[src/pse_ram.sv]
module pse_ram #(
  parameter int unsigned WIDTH = 8,
  parameter int unsigned DEPTH = 16
) (
  input  logic                                clk_i,
  input  logic                                we_i,
  input  logic [(DEPTH>1?$clog2(DEPTH):1)-1:0] waddr_i,
  input  logic [WIDTH-1:0]                    wdata_i,
  input  logic [(DEPTH>1?$clog2(DEPTH):1)-1:0] raddr_i,
  output logic [WIDTH-1:0]                    rdata_o
);

  logic [WIDTH-1:0] mem_q [DEPTH];

  always_ff @(posedge clk_i) begin
    if (we_i) begin
      mem_q[waddr_i] <= wdata_i;
    end
    rdata_o <= mem_q[raddr_i];
  end

endmodule

[config.mk]
export PLATFORM = sky130hd
export DESIGN_NAME = pse_ram
export DESIGN_NICKNAME = d
export VERILOG_FILES = /design/src/pse_ram.sv
export SDC_FILE = /design/constraint.sdc
export NUM_CORES = 1
export LEC_CHECK = 0
export BUFFER_PORTS_ARGS = -buffer_cell sky130_fd_sc_hd__buf_4
export CAP_MARGIN = 30
export CORE_MARGIN = 3
export CORE_UTILIZATION = 50
export CTS_BUF_LIST = sky130_fd_sc_hd__clkbuf_8
export DETAILED_ROUTE_END_ITERATION = 8
export PLACE_DENSITY_LB_ADDON = 0.15
export SYNTH_ARGS = -nofsm -noshare
export SYNTH_HDL_FRONTEND = slang
export SYNTH_SLANG_ARGS = --single-unit
[constraint.sdc]
create_clock -name clk_i -period 1.7 [get_ports clk_i]
set_clock_uncertainty 0.1 [all_clocks]
set_input_delay 0.085 -clock clk_i [delete_from_list [all_inputs] [get_ports clk_i]]
set_output_delay 0.085 -clock clk_i [all_outputs]
set_load 0.05 [all_outputs]
==> flow_metrics.env, run 1 <==
export IMPL_fin_cells=440
export IMPL_io_buffers=25
export IMPL_required_ns=1.90
export IMPL_htree_levels=4
export IMPL_n_antenna_cell=0
export IMPL_cpPeakStageDelay_ns=0.48
export IMPL_die_y_um=107
export IMPL_arrival_ns=1.69
export IMPL_status="finished, final reports clean"
export IMPL_worst_slew_pin_slew_ns=0.425
export IMPL_r2r_end="rdata_o[0]"
export IMPL_ioPinCount=26
export IMPL_hold_violations=0
export IMPL_whs_endpoint="mem_q[4][4]"
export IMPL_pwr_share_comb=0.064
export IMPL_layout_nets=312
export IMPL_pwr_share_clk=0.418
export IMPL_rr_worst_depth=3
export IMPL_max_freq_ghz=0.670
export IMPL_finalCritPeriodShare=0.877
export IMPL_critPathKind="flop to flop"
export IMPL_placementRows=36
export IMPL_grt_pass1_wl_um=15100
export IMPL_cp_max_fo=1
export IMPL_drtPass1Iterations=6
export IMPL_syn_area_um2=5150
export IMPL_clkSinkCount=136
export IMPL_ir_drop_mv=0.621
export IMPL_drv_slew=0
export IMPL_drive_above_1_share=0.319
export IMPL_rrSetupSlack_ns=0.21
export IMPL_grt_util_all_layers=0.189
export IMPL_placed_cells=400
export IMPL_syn2layout_area_growth_pct=20.2
export IMPL_dieArea_um2=11500
export IMPL_grt_start_max_net_pins=17
export IMPL_p_leak_nw=2.13
export IMPL_cts_hold_buf=8
export IMPL_syn_avg_cell_area_um2=22.5
export IMPL_cts_setup_buffers=0
export IMPL_cp_cell_sequence="mux4_2, a22oi_1, nand2_1"
export IMPL_maxCapViolations=0
export IMPL_cp_end_kind="flop"
export IMPL_critPathSlowestCell="mux4_2"
export IMPL_drt_iter0_markers=167
export IMPL_holdWs_ns=0.0823
export IMPL_setup_tns_ns=0
export IMPL_switching_share=0.196
export IMPL_route_detailed_drc=0
export IMPL_grt_overflow_total=0
export IMPL_coreArea_um2=9910
export IMPL_start_util=0.519
export IMPL_syn_num_nets=247
export IMPL_power_density_nw_per_um2=1180
export IMPL_period_needed_ns=1.49
export IMPL_dpl_hpwl_um=6130
export IMPL_vias_per_cell=5.58
export IMPL_synthCells=229
export IMPL_cts_root_buf="clkbuf_8"
export IMPL_ctsResizeCount=0
export IMPL_sequentialPowerShare=0.518
export IMPL_internal_power_w=0.00585
export IMPL_rsz0062_at_grt="no"
export IMPL_power_net_switching_w=0.00142
export IMPL_clock_latency_ns=0.43
export IMPL_finalSetupViolCount=0
export IMPL_ant_nets=0
export IMPL_grt_pass1_vias=2570
export IMPL_hold_path_class="primary input to flop"
export IMPL_dieWidth_um=107
export IMPL_yosysWarnings=0
export IMPL_hold_depth=3
export IMPL_maxSlewHeadroom=0.717
export IMPL_gp_congestion=0.746
export IMPL_wl_per_cell_um=22.1
export IMPL_numCtsBuffers=17
export IMPL_r2r_start="mem_q[11][0]"
export IMPL_antenna_found_initial=0
export IMPL_cts_tree="done"
export IMPL_wl_um=9730
export IMPL_ys_seq_elements=136
export IMPL_num_vias=2455
export IMPL_cts_buffer_depth=2
export IMPL_ys_seq_area_frac=0.778
export IMPL_cp_start_kind="flop"
export IMPL_clk_pin_slew_ns=0.07
export IMPL_yosysUniqueCellTypes=19
export IMPL_hp_start="waddr_i[1]"
==> cell families (layout without fill, tap and decap cells) <==
| group | Yosys count | count (layout) | share of synthesized area |
|---|---|---|---|
| flops | 136 | 136 | 0.778 |
| buf+inv | 10 | 88 | 0.0168 |
| mux | 32 | 32 | 0.150 |
| simple gates | 35 | 35 | 0.0318 |
| compound gates | 16 | 16 | 0.0233 |
==> power groups by stage <==
stage	sequential (W)	combinational, W	clock [W]
floorplan	0.00391	0.000190	0
global placement	0.00384	0.000455	0
detailed placement	0.00384	0.000462	0
CTS	0.00377	0.000477	0.00309
global route	0.00377	0.000504	0.00324
finish	0.00377	0.000469	0.00304
==> through the flow <==
stage          setup slack [ns]  total power, W  cell area, um^2   util
2_1_floorplan            0.0221         0.00410             5150      -
6_report                  0.208         0.00728             6190  0.624
3_5_place_dp             0.0491         0.00430             5630  0.568
3_3_place_gp             0.0607         0.00430             5630  0.568
4_1_cts                   0.213         0.00733             6190  0.624
5_1_grt                   0.156         0.00751             6190  0.624
==> per-layer routing <==
metal | GRT usage | vias to the layer above | wire [um]
met3 | 0.0468 | 10 | 506
met2 | 0.278 | 75 | 4660
met5 | 0 | - | 0
met1 | 0.270 | 1271 | 4420
li1 | - | 1099 | -
met4 | 0.0839 | 0 | 138
==> final cells by class <==
cell class,instances,area (um^2)
Timing Repair Buffer,56,478
Clock inverter,7,136
Tap cell,133,166
Clock buffer,25,344
Fill cell,712,3720
Sequential cell,136,4000
Multi-Input combinational cell,83,1060
==> sequential cells by signal, summed over array words and instances (netlist names) <==
name / cells
mem_q: 128
rdata_o: 8
==> how the worst max path moves through the flow <==
stage | depth (start not counted) | endpoint | start | slack (ns)
floorplan | 2 | mem_q[0][0] | waddr_i[2] | 0.02
global placement | 5 | rdata_o[3] | raddr_i[0] | 0.06
detailed placement | 5 | rdata_o[3] | raddr_i[0] | 0.05
CTS | 3 | rdata_o[7] | mem_q[3][7] | 0.21
global route | 3 | rdata_o[7] | mem_q[3][7] | 0.16
finish | 3 | rdata_o[0] | mem_q[11][0] | 0.21
==> Yosys cell counts <==
cell type / count / area share
buf_6: 3 / 0.0066
clkdlybuf4s25_2: 3 / 0.0058
mux4_1: 14 / 0.071
and2_1: 1 / 0.0012
and2b_1: 1 / 0.0015
edfxtp_1: 128 / 0.75
a22oi_1: 16 / 0.023
nand3_1: 1 / 0.00097
or3b_2: 1 / 0.0017
nand2b_1: 2 / 0.0024
nor3_1: 4 / 0.0039
nor2_1: 13 / 0.0095
nand3b_1: 2 / 0.0029
buf_4: 1 / 0.0015
mux4_2: 18 / 0.079
dfxtp_1: 8 / 0.031
nor2b_1: 1 / 0.0012
buf_2: 3 / 0.0029
nand2_1: 9 / 0.0066
==> worst max-delay path, delay by kind of cell, from the launching register on <==
kind            cells  cell delay [ns]
compound gates      1             0.34
flops               1             0.37
mux                 1             0.48
simple gates        1             0.08
==> cell usage in the layout, fill, tap and decap left out, types with 3 or more instances in the layout <==
cell	count
dlygate4sd3_1	8
a22oi_1	16
dfxtp_1	8
mux4_2	18
nor2_1	13
nor3_1	4
mux4_1	14
nand2_1	9
bufinv_16	4
clkbuf_8	25
edfxtp_1	128
buf_12	3
buf_4	45
No activity file was read; power rests on OpenSTA's default activity.
==> run 2, diff against run 1 <==
--- a/config.mk
+++ b/config.mk
@@ -11,7 +11,7 @@
 export CORE_UTILIZATION = 50
 export CTS_BUF_LIST = sky130_fd_sc_hd__clkbuf_8
 export DETAILED_ROUTE_END_ITERATION = 8
-export PLACE_DENSITY_LB_ADDON = 0.15
+export PLACE_DENSITY = 0.7
 export SYNTH_ARGS = -nofsm -noshare
 export SYNTH_HDL_FRONTEND = slang
 export SYNTH_SLANG_ARGS = --single-unit
==> flow_metrics.env, run 2 (synthesis gave the netlist of run 1 again) <==
export IMPL_arrival_ns=1.69
export IMPL_p_leak_nw=2.14
export IMPL_drv_slew=0
export IMPL_cp_end_kind="flop"
export IMPL_clkSinkCount=136
export IMPL_cp_start_kind="flop"
export IMPL_wl_um=9730
export IMPL_wl_per_cell_um=22.1
export IMPL_largest_register_ff_count=128
export IMPL_die_y_um=107
export IMPL_coreArea_um2=9910
export IMPL_layout_nets=312
export IMPL_reg_top3="mem_q x128, rdata_o x8"
export IMPL_finalCritPeriodShare=0.880
export IMPL_layout_common_cells="128 x edfxtp_1, 44 x buf_4, 18 x mux4_2"
export IMPL_clk_pin_slew_ns=0.08
export IMPL_grt_util_met3=0.0444
export IMPL_drive_above_1_share=0.309
export IMPL_numCtsBuffers=17
export IMPL_worst_slew_pin_slew_ns=0.391
export IMPL_start_util=0.519
export IMPL_gr_usage_met1=0.262
export IMPL_status="finished, final reports clean"
export IMPL_dpl_hpwl_um=6360
export IMPL_ctsResizeCount=0
export IMPL_cp_cell_sequence="mux4_1, a22oi_1, nand2_1"
export IMPL_placementRows=36
export IMPL_period_needed_ns=1.50
export IMPL_grt_pass1_vias=2609
export IMPL_critPathKind="flop to flop"
export IMPL_maxSlewHeadroom=0.740
export IMPL_power_density_nw_per_um2=1200
export IMPL_cts_tree="done"
export IMPL_required_ns=1.90
export IMPL_place_ws_ns=0.0731
export IMPL_antenna_found_initial=0
export IMPL_n_antenna_cell=0
export IMPL_max_freq_ghz=0.668
export IMPL_ant_nets=0
export IMPL_htree_levels=4
export IMPL_setup_ws_ns=0.204
export IMPL_finalSetupViolCount=0
export IMPL_cp_max_fo=1
export IMPL_ir_drop_mv=0.509
export IMPL_grt_pass1_wl_um=15300
export IMPL_setup_tns_ns=0
export IMPL_cpPeakStageDelay_ns=0.52
export IMPL_rsz0062_at_grt="no"
export IMPL_hold_path_class="primary input to flop"
export IMPL_use_met2=0.297
export IMPL_fillCellCount=704
export IMPL_grt_start_max_net_pins=17
export IMPL_clock_latency_ns=0.42
export IMPL_maxCapViolations=0
export IMPL_ioPinCount=26
export IMPL_dieWidth_um=107
export IMPL_cts_root_buf="clkbuf_8"
export IMPL_cts_setup_buffers=0
export IMPL_drtPass1Iterations=4
export IMPL_syn2layout_area_growth_pct=20.7
export IMPL_grt_util_all_layers=0.188
export IMPL_critPathSlowestCell="mux4_1"
export IMPL_layout_commonest_cell="edfxtp_1"
export IMPL_io_buffers=25
export IMPL_regMostFlops="mem_q"
export IMPL_num_vias=2457
export IMPL_route_detailed_drc=0
export IMPL_dieArea_um2=11500
export IMPL_gp_congestion=0.731
export IMPL_cts_hold_buf=8
export IMPL_hold_violations=0
export IMPL_vias_per_cell=5.58
export IMPL_cts_buffer_depth=2
export IMPL_drt_iter0_markers=157
export IMPL_grt_overflow_total=0
export IMPL_holdWs_ns=0.0921
export IMPL_grt_busiest_layer="met2"
## run 2: cell types whose count changed in the layout (fill, tap and decap cells not counted), sizes merged
| cell | delta |
|---|---|
| inv | +2 |
| clkinv | +3 |
| bufinv | +3 |
| clkbuf | -8 |
## run 2: where the power goes
part	switching [W]	internal, W	total, W	leakage [nW]
Sequential	0.0000254	0.00374	0.00377	1.22
Combinational	0.000271	0.000200	0.000471	0.663
Clock	0.00117	0.00203	0.00320	0.251
## run 2: metrics by stage
step,cell area [um^2],cells,total power [W],utilization
finish,6210,440,0.00744,0.627
global route,6210,440,0.00770,0.627
CTS,6210,440,0.00751,0.627
detailed placement,5640,400,0.00431,0.569
global placement,5640,400,0.00429,0.569
floorplan,5150,229,0.00410,-
## run 2: critical path, delay by kind of cell, from the launching register on
| kind | cells | cell delay, ns |
|---|---|---|
| muxes | 1 | 0.52 |
| and+or+nand+nor | 1 | 0.09 |
| AOI/OAI and AO/OA | 1 | 0.30 |
| DFF | 1 | 0.38 |
## run 2: per-layer routing
metal | wire length, um | vias up
li1 | - | 1101
met1 | 4140 | 1262
met2 | 4830 | 82
met3 | 617 | 12
met4 | 138 | 0
met5 | 0 | -
## run 2: final timing paths
kind | startpoint | endpoint | slack [ns] | cells past startpoint
setup / recovery | mem_q[1][0] | rdata_o[0] | 0.20 | 3
hold / removal | waddr_i[0] | mem_q[4][3] | 0.09 | 3
setup reg to reg | mem_q[1][0] | rdata_o[0] | 0.20 | 3
hold reg to reg | mem_q[12][6] | rdata_o[6] | 0.58 | 3
## run 2: area by class of cell
cell class                 count  area (um^2)  area share
sequential                   136         4000       0.645
multi-input combinational     83         1060       0.170
timing repair buffer          56          490      0.0790
clock inverter                15          259      0.0417
clock buffer                  17          234      0.0377
tap                          133          166      0.0268
