===== src/pse_pkg.sv =====
package pse_pkg;

  localparam int unsigned NEURONS_DEF        = 256;
  localparam int unsigned SPIKE_LIMIT_DEF    = 64;
  localparam int unsigned LOG_TABLE_BITS_DEF = 10;

  localparam int unsigned TIME_W  = 48;
  localparam int unsigned RATE_W  = 24;
  localparam int unsigned STEP_W  = 25;
  localparam int unsigned SMP_W   = 16;
  localparam int unsigned NID_W   = 8;
  localparam int unsigned CNT_W   = 7;
  localparam int unsigned E_W     = 38;
  localparam int unsigned CFG_W   = 48;
  localparam int unsigned CFG_IDX_W = 2;

  localparam logic [TIME_W-1:0] TIME_MAX     = 48'hFFFF_FFFF_FFFF;
  localparam logic [31:0]       LN2_Q32      = 32'd2977044472;
  localparam logic [31:0]       LCG_MUL_LO   = 32'hDEEC_E66D;
  localparam logic [31:0]       LCG_MUL_HI   = 32'h0000_0005;
  localparam logic [TIME_W-1:0] LCG_ADD      = 48'h0000_0000_000B;
  localparam logic [TIME_W-1:0] SEED_DEF     = 48'h1234_ABCD_330E;
  localparam logic [STEP_W-1:0] STEP_DEF     = 25'd16777;
  localparam logic [RATE_W-1:0] MIN_RATE_DEF = 24'd0;
  localparam logic [RATE_W-1:0] MAX_RATE_DEF = 24'd25600;

  typedef enum logic [CFG_IDX_W-1:0] {
    REG_STEP_TIME = 2'd0,
    REG_MIN_RATE  = 2'd1,
    REG_MAX_RATE  = 2'd2,
    REG_RNG_SEED  = 2'd3
  } cfg_reg_e;

  typedef enum logic [3:0] {
    S_CLEAR, S_IDLE, S_READ, S_L0, S_L1, S_L2, S_TEST, S_NORM,
    S_LOG, S_E1, S_E2, S_DIV, S_APPLY, S_CHECK
  } state_e;

endpackage


===== src/pse_div.sv =====
module pse_div
  import pse_pkg::*;
#(
  parameter int unsigned QW = 38,
  parameter int unsigned DW = 24
) (
  input  logic          clk_i,
  input  logic          rst_ni,
  input  logic          start_i,
  input  logic [QW-1:0] dividend_i,
  input  logic [DW-1:0] divisor_i,
  output logic          done_o,
  output logic [QW-1:0] quot_o
);

  localparam int unsigned CW = $clog2(QW + 1);

  logic [DW-1:0] rem_q, rem_d, div_q, div_d;
  logic [QW-1:0] quo_q, quo_d;
  logic [CW-1:0] cnt_q, cnt_d;
  logic          done_q, done_d;
  logic [DW:0]   shifted, diff;

  // one restoring step per cycle, quotient bits shift in at the bottom
  always_comb begin
    shifted = {rem_q, quo_q[QW-1]};
    diff    = shifted - {1'b0, div_q};
    rem_d   = rem_q;
    quo_d   = quo_q;
    div_d   = div_q;
    cnt_d   = cnt_q;
    done_d  = 1'b0;
    if (start_i) begin
      rem_d = '0;
      quo_d = dividend_i;
      div_d = divisor_i;
      cnt_d = CW'(QW);
    end else if (cnt_q != '0) begin
      if (shifted >= {1'b0, div_q}) begin
        rem_d = diff[DW-1:0];
        quo_d = {quo_q[QW-2:0], 1'b1};
      end else begin
        rem_d = shifted[DW-1:0];
        quo_d = {quo_q[QW-2:0], 1'b0};
      end
      cnt_d = cnt_q - 1'b1;
      if (cnt_q == CW'(1)) begin
        done_d = 1'b1;
      end
    end
  end

  always_ff @(posedge clk_i or negedge rst_ni) begin
    if (!rst_ni) begin
      cnt_q  <= '0;
      done_q <= 1'b0;
    end else begin
      cnt_q  <= cnt_d;
      done_q <= done_d;
    end
  end

  always_ff @(posedge clk_i) begin
    rem_q <= rem_d;
    quo_q <= quo_d;
    div_q <= div_d;
  end

  assign done_o = done_q;
  assign quot_o = quo_q;

endmodule


===== config.mk =====
export PLATFORM = sky130hd
export DESIGN_NAME = pse_div
export DESIGN_NICKNAME = d
export VERILOG_FILES = /design/src/pse_pkg.sv /design/src/pse_div.sv
export SDC_FILE = /design/constraint.sdc
export NUM_CORES = 1
export LEC_CHECK = 0
export BUFFER_PORTS_ARGS = -buffer_cell sky130_fd_sc_hd__buf_2
export CAP_MARGIN = 20
export CORE_MARGIN = 1.5
export CORE_UTILIZATION = 50
export CTS_CLUSTER_SIZE = 25
export DETAILED_ROUTE_END_ITERATION = 7
export PLACE_DENSITY = 0.77
export REMOVE_ABC_BUFFERS = 1
export SLEW_MARGIN = 20
export SYNTH_ARGS = -nofsm -noshare
export SYNTH_HDL_FRONTEND = slang
export SYNTH_SLANG_ARGS = --single-unit
export TNS_END_PERCENT = 10

===== constraint.sdc =====
create_clock -name clk_i -period 2.72 [get_ports clk_i]
set_input_delay 0.68 -clock clk_i [delete_from_list [all_inputs] [get_ports clk_i]]
set_output_delay 0.68 -clock clk_i [all_outputs]
set_load 0.02 [all_outputs]

==> results.md, run 1 <==
* Status: finished, final reports clean
* Setup_tns at 0 ps
* # IOs at 104
* Finished Layout Cells at 727
* Crit end category: flip-flop
* Reg2reg start: div_q[2]
* Clock Tree Root: clkbuf_8
* Worst Path Max Fanout at 12
* Internal reg-to-reg setup slack at 60 ps
* Inst Count DP at 707
* Clock Latency Late Sink at 380 ps
* CTS sink cnt at 93
* Drt drc at 0
* Fillers at 839
* DR vias/cell at 5.55
* Tightest Pin Transition at 507 ps
* DRT iter0 DRCs at 196
* Arrival time of the worst setup path at 2970 ps
* Layout Skew at 12.9 ps
* Synth Cell Area at 5090 um^2
* Hold Buf Count CTS at 0
* CTS tree: done
* DP Area at 5790 um^2
* Synth cell types at 62
* Syn. warnings at 0
* Die ar. at 10800 um^2
* Crit path to: rem_q[19]
* Starting density of the core at 51.8%
* Total Wirelength at 11500 um
* Post-synthesis cell count at 476
* Worst Reg-to-Reg Cells at 11
* Initial antenna violation count at 0
* Period utilisation layout at 97.8%
* Share of flip-flops with an asynchronous set or reset at 7.53%
* CP Data Required Time at 3030 ps
* CP Launch Point: div_q[2]
* Vias at 4034
* Pwr Total at 5.42 mW
* Max cap viols at 0
* Max_slew headroom at 65.9%
* Crit Reg-Reg Endpoint: rem_q[19]
* First-pass DRT Iterations at 4
* Syn_area_per_cell at 10.7 um^2
* Vias in the first global route at 4022
* Commonest non-fill, non-tap cells in the layout: buf_2, edfxtp_1, nand2_1
* Final net count at 681
* Final instance area at 6170 um^2
* RSZ-0062 raised after global routing: true
* Rows at 36
* GRT Total Usage at 21.7%
* Post-synth EDFFs at 62
* Worst VDD drop at 559 uV
* Die X at 104 um
* DP HPWL at 8070 um
* Commonest non-fill, non-tap cell in the layout: buf_2
* Setup CP Type: reg2reg
* Worst setup margin at 58.9 ps
* WL/cell at 15.8 um
* Seq/Total Area, Yosys at 49.5%
* Clock buffer depth at 2
* Final Max Slew Viols at 0
* Gr ovfl total at 0
* Hold Violations, Final at 0
* Setup Viol. Count Final at 0
* Pre-CTS setup slack at -58.1 ps
* Highest Clock Rate at 0.376 GHz
* Share of cells above drive strength 1 at 34.7%
* DIE HEIGHT at 104 um
* Antenna diode count at 0
* Most used flip-flop cell after synthesis: edfxtp_1
* Worst hold slack at 113 ps
* PD cells at 877 nW/um^2
* I/O Buffers at 103
* Largest net degree at the start of global routing at 37
* Final Core Density at 62.9%
* Pleak at 2.66 nW
* Clk slew on worst S/H paths at 90 ps
* HP Class: in2async
* Synth-to-layout area growth at 21.3%
* CTS Buf Count at 9
* First-pass GRT wire length at 18700 um
* H-Tree Level Count at 3
* Final ANT Viol Nets at 0
* Final Critical Period at 2660 ps
* #FFs+latches synth at 93
* Core Region at 9820 um^2
* Placer Congestion at 0.842
* CP Launch Type: flip-flop
## routing by layer
metal / part of all wire, % / global-route usage, % / vias to the layer above
li1: - / - / 1984
met1: 42 / 25.3 / 1890
met2: 49 / 36.2 / 143
met3: 7.9 / 8.71 / 17
met4: 1.7 / 7.64 / 0
met5: 0 / 0 / -
## how the worst min path moves through the flow
stage / to / slack [ps] / cells past startpoint
final: cnt_q[4] / 110 / 1
after global routing: cnt_q[3] / 100 / 1
after CTS: cnt_q[3] / 100 / 1
after detailed placement: rem_q[1] / 470 / 2
after global placement: rem_q[1] / 460 / 2
after floorplan: cnt_q[0] / 380 / 0
## synth_stat cells (12+ instances only)
cell type / n / share of area (%)
o21ai_0: 16 / 1.6
inv_1: 33 / 2.4
nor3_1: 15 / 1.5
nor2_1: 34 / 2.5
dfxtp_1: 24 / 9.4
clkbuf_1: 14 / 1.0
nand2_1: 40 / 3.0
nand3_1: 13 / 1.3
mux2_2: 38 / 8.4
a211oi_1: 12 / 1.8
ha_1: 26 / 6.4
edfxtp_1: 62 / 37
a21oi_1: 26 / 2.6
## flip-flops by register name, indices dropped and copies added (netlist names)
signal and cells:
done_o 1, rem_q 24, quot_o 38, div_q 24, cnt_q 6
## power breakdown
group	total, mW	switching, mW	internal [mW]	leakage [nW]
clock	0.940	0.511	0.428	0.0957
sequential	1.99	0.201	1.79	0.919
combinational	2.49	1.36	1.13	1.64
total	5.42	2.08	3.34	2.66
## worst max-delay path: stages (launching register included)
cell      delay, ps
edfxtp_1        360
inv_1            50
ha_2            370
o21a_1          130
o31a_1          230
o31ai_4          90
and2_4          190
a21oi_4         150
a21oi_2          80
buf_4           190
or4_1           560
a211oi_2        180
## what timing repair did
item                       4_1_cts  5_1_grt
gates resized for setup          3       24
pin swaps                        0        7
setup endpoints to repair        3       24
buffers inserted                 0        4
## cell type report
type / count / area, um^2 / share of cell area (%)
multi-input cells: 330 / 2510 / 40.7
clock buffers: 9 / 124 / 2.01
well taps: 133 / 166 / 2.70
flip-flops and latches: 93 / 2520 / 40.8
repair buffers: 122 / 661 / 10.7
inverters: 33 / 124 / 2.01
clock inverters: 7 / 71.3 / 1.16
## kinds of logic (layout without fill, tap and decap cells)
logic type	after synthesis	in the layout	share of synthesized area, %
and+or+nand+nor	142	142	13.6
AOI/OAI and AO/OA	109	109	15.0
DFF	93	93	49.5
buffers and inverters	53	171	4.25
muxes	40	40	8.80
adders and majority gates	27	27	6.79
xor gates and xnor gates	12	12	2.07
No activity file was read; power rests on OpenSTA's default activity.
==> run 2, diff against run 1 <==
CORE_MARGIN = 2   (was 1.5)
==> run 2 against run 1 <==
  * Worst hold slack is essentially flat
  * Sequential power is essentially flat
  * Count of clock-buffer cells in the layout is the same
  * Global-route usage decreased by 0.60 points
  * Sequential cell count did not move
  * Die area grew 1.9%
  * Clock skew barely moved
  * Critical endpoint is now rem_q[4]
  * Critical path depth stayed put
  * Utilization shrank 0.62 points
  * Wire length fell by 1.5%
==> results.md, run 2 (synthesis results as in run 1) <==
* Clock Latency Late Sink at 380 ps
* Initial antenna violation count at 0
* Worst Reg-to-Reg Cells at 11
* PD cells at 873 nW/um^2
* HP Class: in2async
* Setup CP Type: reg2reg
* Vias in the first global route at 4023
* CTS sink cnt at 93
* Layout Skew at 12.8 ps
* Worst VDD drop at 630 uV
* Max cap viols at 0
* Largest register FFs at 38
* CTS tree: done
* Final Critical Period at 2620 ps
* Critical path's largest stage delay at 390 ps
* Highest Clock Rate at 0.381 GHz
* CP Cell Sequence: inv_1 -> ha_1 -> nand3_4 -> nor3_4 -> o31ai_4 -> and2_4 -> a21oi_4 -> a21oi_2 -> buf_12 -> or3_1 -> a311oi_2
* Reg2reg start: div_q[10]
* CP delay by family, top: simple AND/OR/NAND/NOR gates
* Clock buffer depth at 2
* Buffers & Inverters on Critical Path at 2
* Crit Reg-Reg Endpoint: rem_q[4]
* Die ar. at 11000 um^2
* Worst hold slack at 113 ps
* Arrival time of the worst setup path at 2920 ps
* DP HPWL at 8170 um
* H-Tree Level Count at 3
* CTS Buf Count at 9
* Die X at 105 um
* DIE HEIGHT at 105 um
* Tightest Pin Transition at 531 ps
* Core Region at 9820 um^2
* Max_slew headroom at 64.3%
* Critical-path top delay cell: or3_1
* Gr ovfl total at 0
* Worst Path Max Fanout at 17
* GRT Total Usage at 21.1%
* Commonest non-fill, non-tap cell in the layout: buf_2
* Final ANT Viol Nets at 0
* Status: finished, final reports clean
* Setup Viol. Count Final at 0
* Largest net degree at the start of global routing at 58
* Setup_tns at 0 ps
* I/O Buffers at 103
* Final Max Slew Viols at 0
* Rows at 36
* Clock Tree Root: clkbuf_8
* Inst Count DP at 707
* Internal reg-to-reg setup slack at 100 ps
* Vias at 4007
* Pwr Total at 5.34 mW
* Total Wirelength at 11300 um
* Finished Layout Cells at 723
* DRT iter0 DRCs at 138
* RSZ-0062 raised after global routing: true
* Clk slew on worst S/H paths at 90 ps
* Pleak at 2.66 nW
* Hold Violations, Final at 0
* Final Core Density at 62.2%
* First-pass GRT wire length at 18600 um
* Drt drc at 0
* # IOs at 104
* First-pass DRT Iterations at 4
* CP Data Required Time at 3010 ps
* Hold Buf Count CTS at 0
* Synth-to-layout area growth at 20.1%
* Crit end category: flip-flop
* Antenna diode count at 0
* WL/cell at 15.7 um
* DR vias/cell at 5.54
* Final net count at 678
* Commonest non-fill, non-tap cells in the layout: buf_2, edfxtp_1, nand2_1
* Share of cells above drive strength 1 at 33.4%
* CP Launch Type: flip-flop
* Placer Congestion at 0.855
* Starting density of the core at 51.8%
* Period utilisation layout at 96.5%
==> run 2: worst register-to-register path, stage by stage, from the launching register on <==
cell      delay (ps)
edfxtp_1         330
inv_1             40
ha_1             380
nand3_4          140
nor3_4           230
o31ai_4          110
and2_4           190
a21oi_4          150
a21oi_2          110
buf_12           180
or3_1            390
a311oi_2         280
==> run 2: worst max path at each step <==
stage,start,endpoint,slack (ps),cells after the start
floorplan,div_q[1],rem_q[20],-30,10
global placement,quot_o[37],rem_q[16],100,11
detailed placement,quot_o[37],rem_q[16],-40,11
CTS,div_q[1],rem_q[12],30,11
global route,div_q[14],rem_q[4],-80,10
finish,div_q[10],rem_q[4],100,11
==> run 2: cell type report <==
cell class              instances  area (um^2)
clock buffers                   9          124
inverters                      33          124
clock inverters                 6         62.6
multi-input cells             330         2450
well taps                     133          166
repair buffers                119          667
fillers                       857         3710
flip-flops and latches         93         2520
==> run 2: where the power goes <==
group	leakage, nW	internal [mW]	switching, mW
sequential	0.919	1.79	0.185
clock	0.0912	0.420	0.500
combinational	1.65	1.09	1.36
total	2.66	3.30	2.04
==> run 2: repair_timing <==
action                                  CTS  global route
gates resized for setup                   2            21
buffers inserted                          0             1
endpoints found under the setup margin   10            22
pin swaps                                 0             2
==> run 2: per-stage QoR <==
stage	instance area [um^2]	setup WS (ps)
global placement	5820	100
floorplan	5000	-32.6
global route	6110	-75.1
CTS	6010	33.9
finish	6110	95.1
detailed placement	5820	-39.1
==> run 2: metal layers <==
layer | part of all wire (%) | GRT usage (%) | vias up | routed length (um)
met2 | 48 | 35.2 | 123 | 5470
met4 | 1.2 | 6.48 | 0 | 135
li1 | - | - | 1973 | -
met3 | 7.6 | 7.86 | 15 | 865
met5 | 0 | 0 | - | 0
met1 | 43 | 25.4 | 1896 | 4860
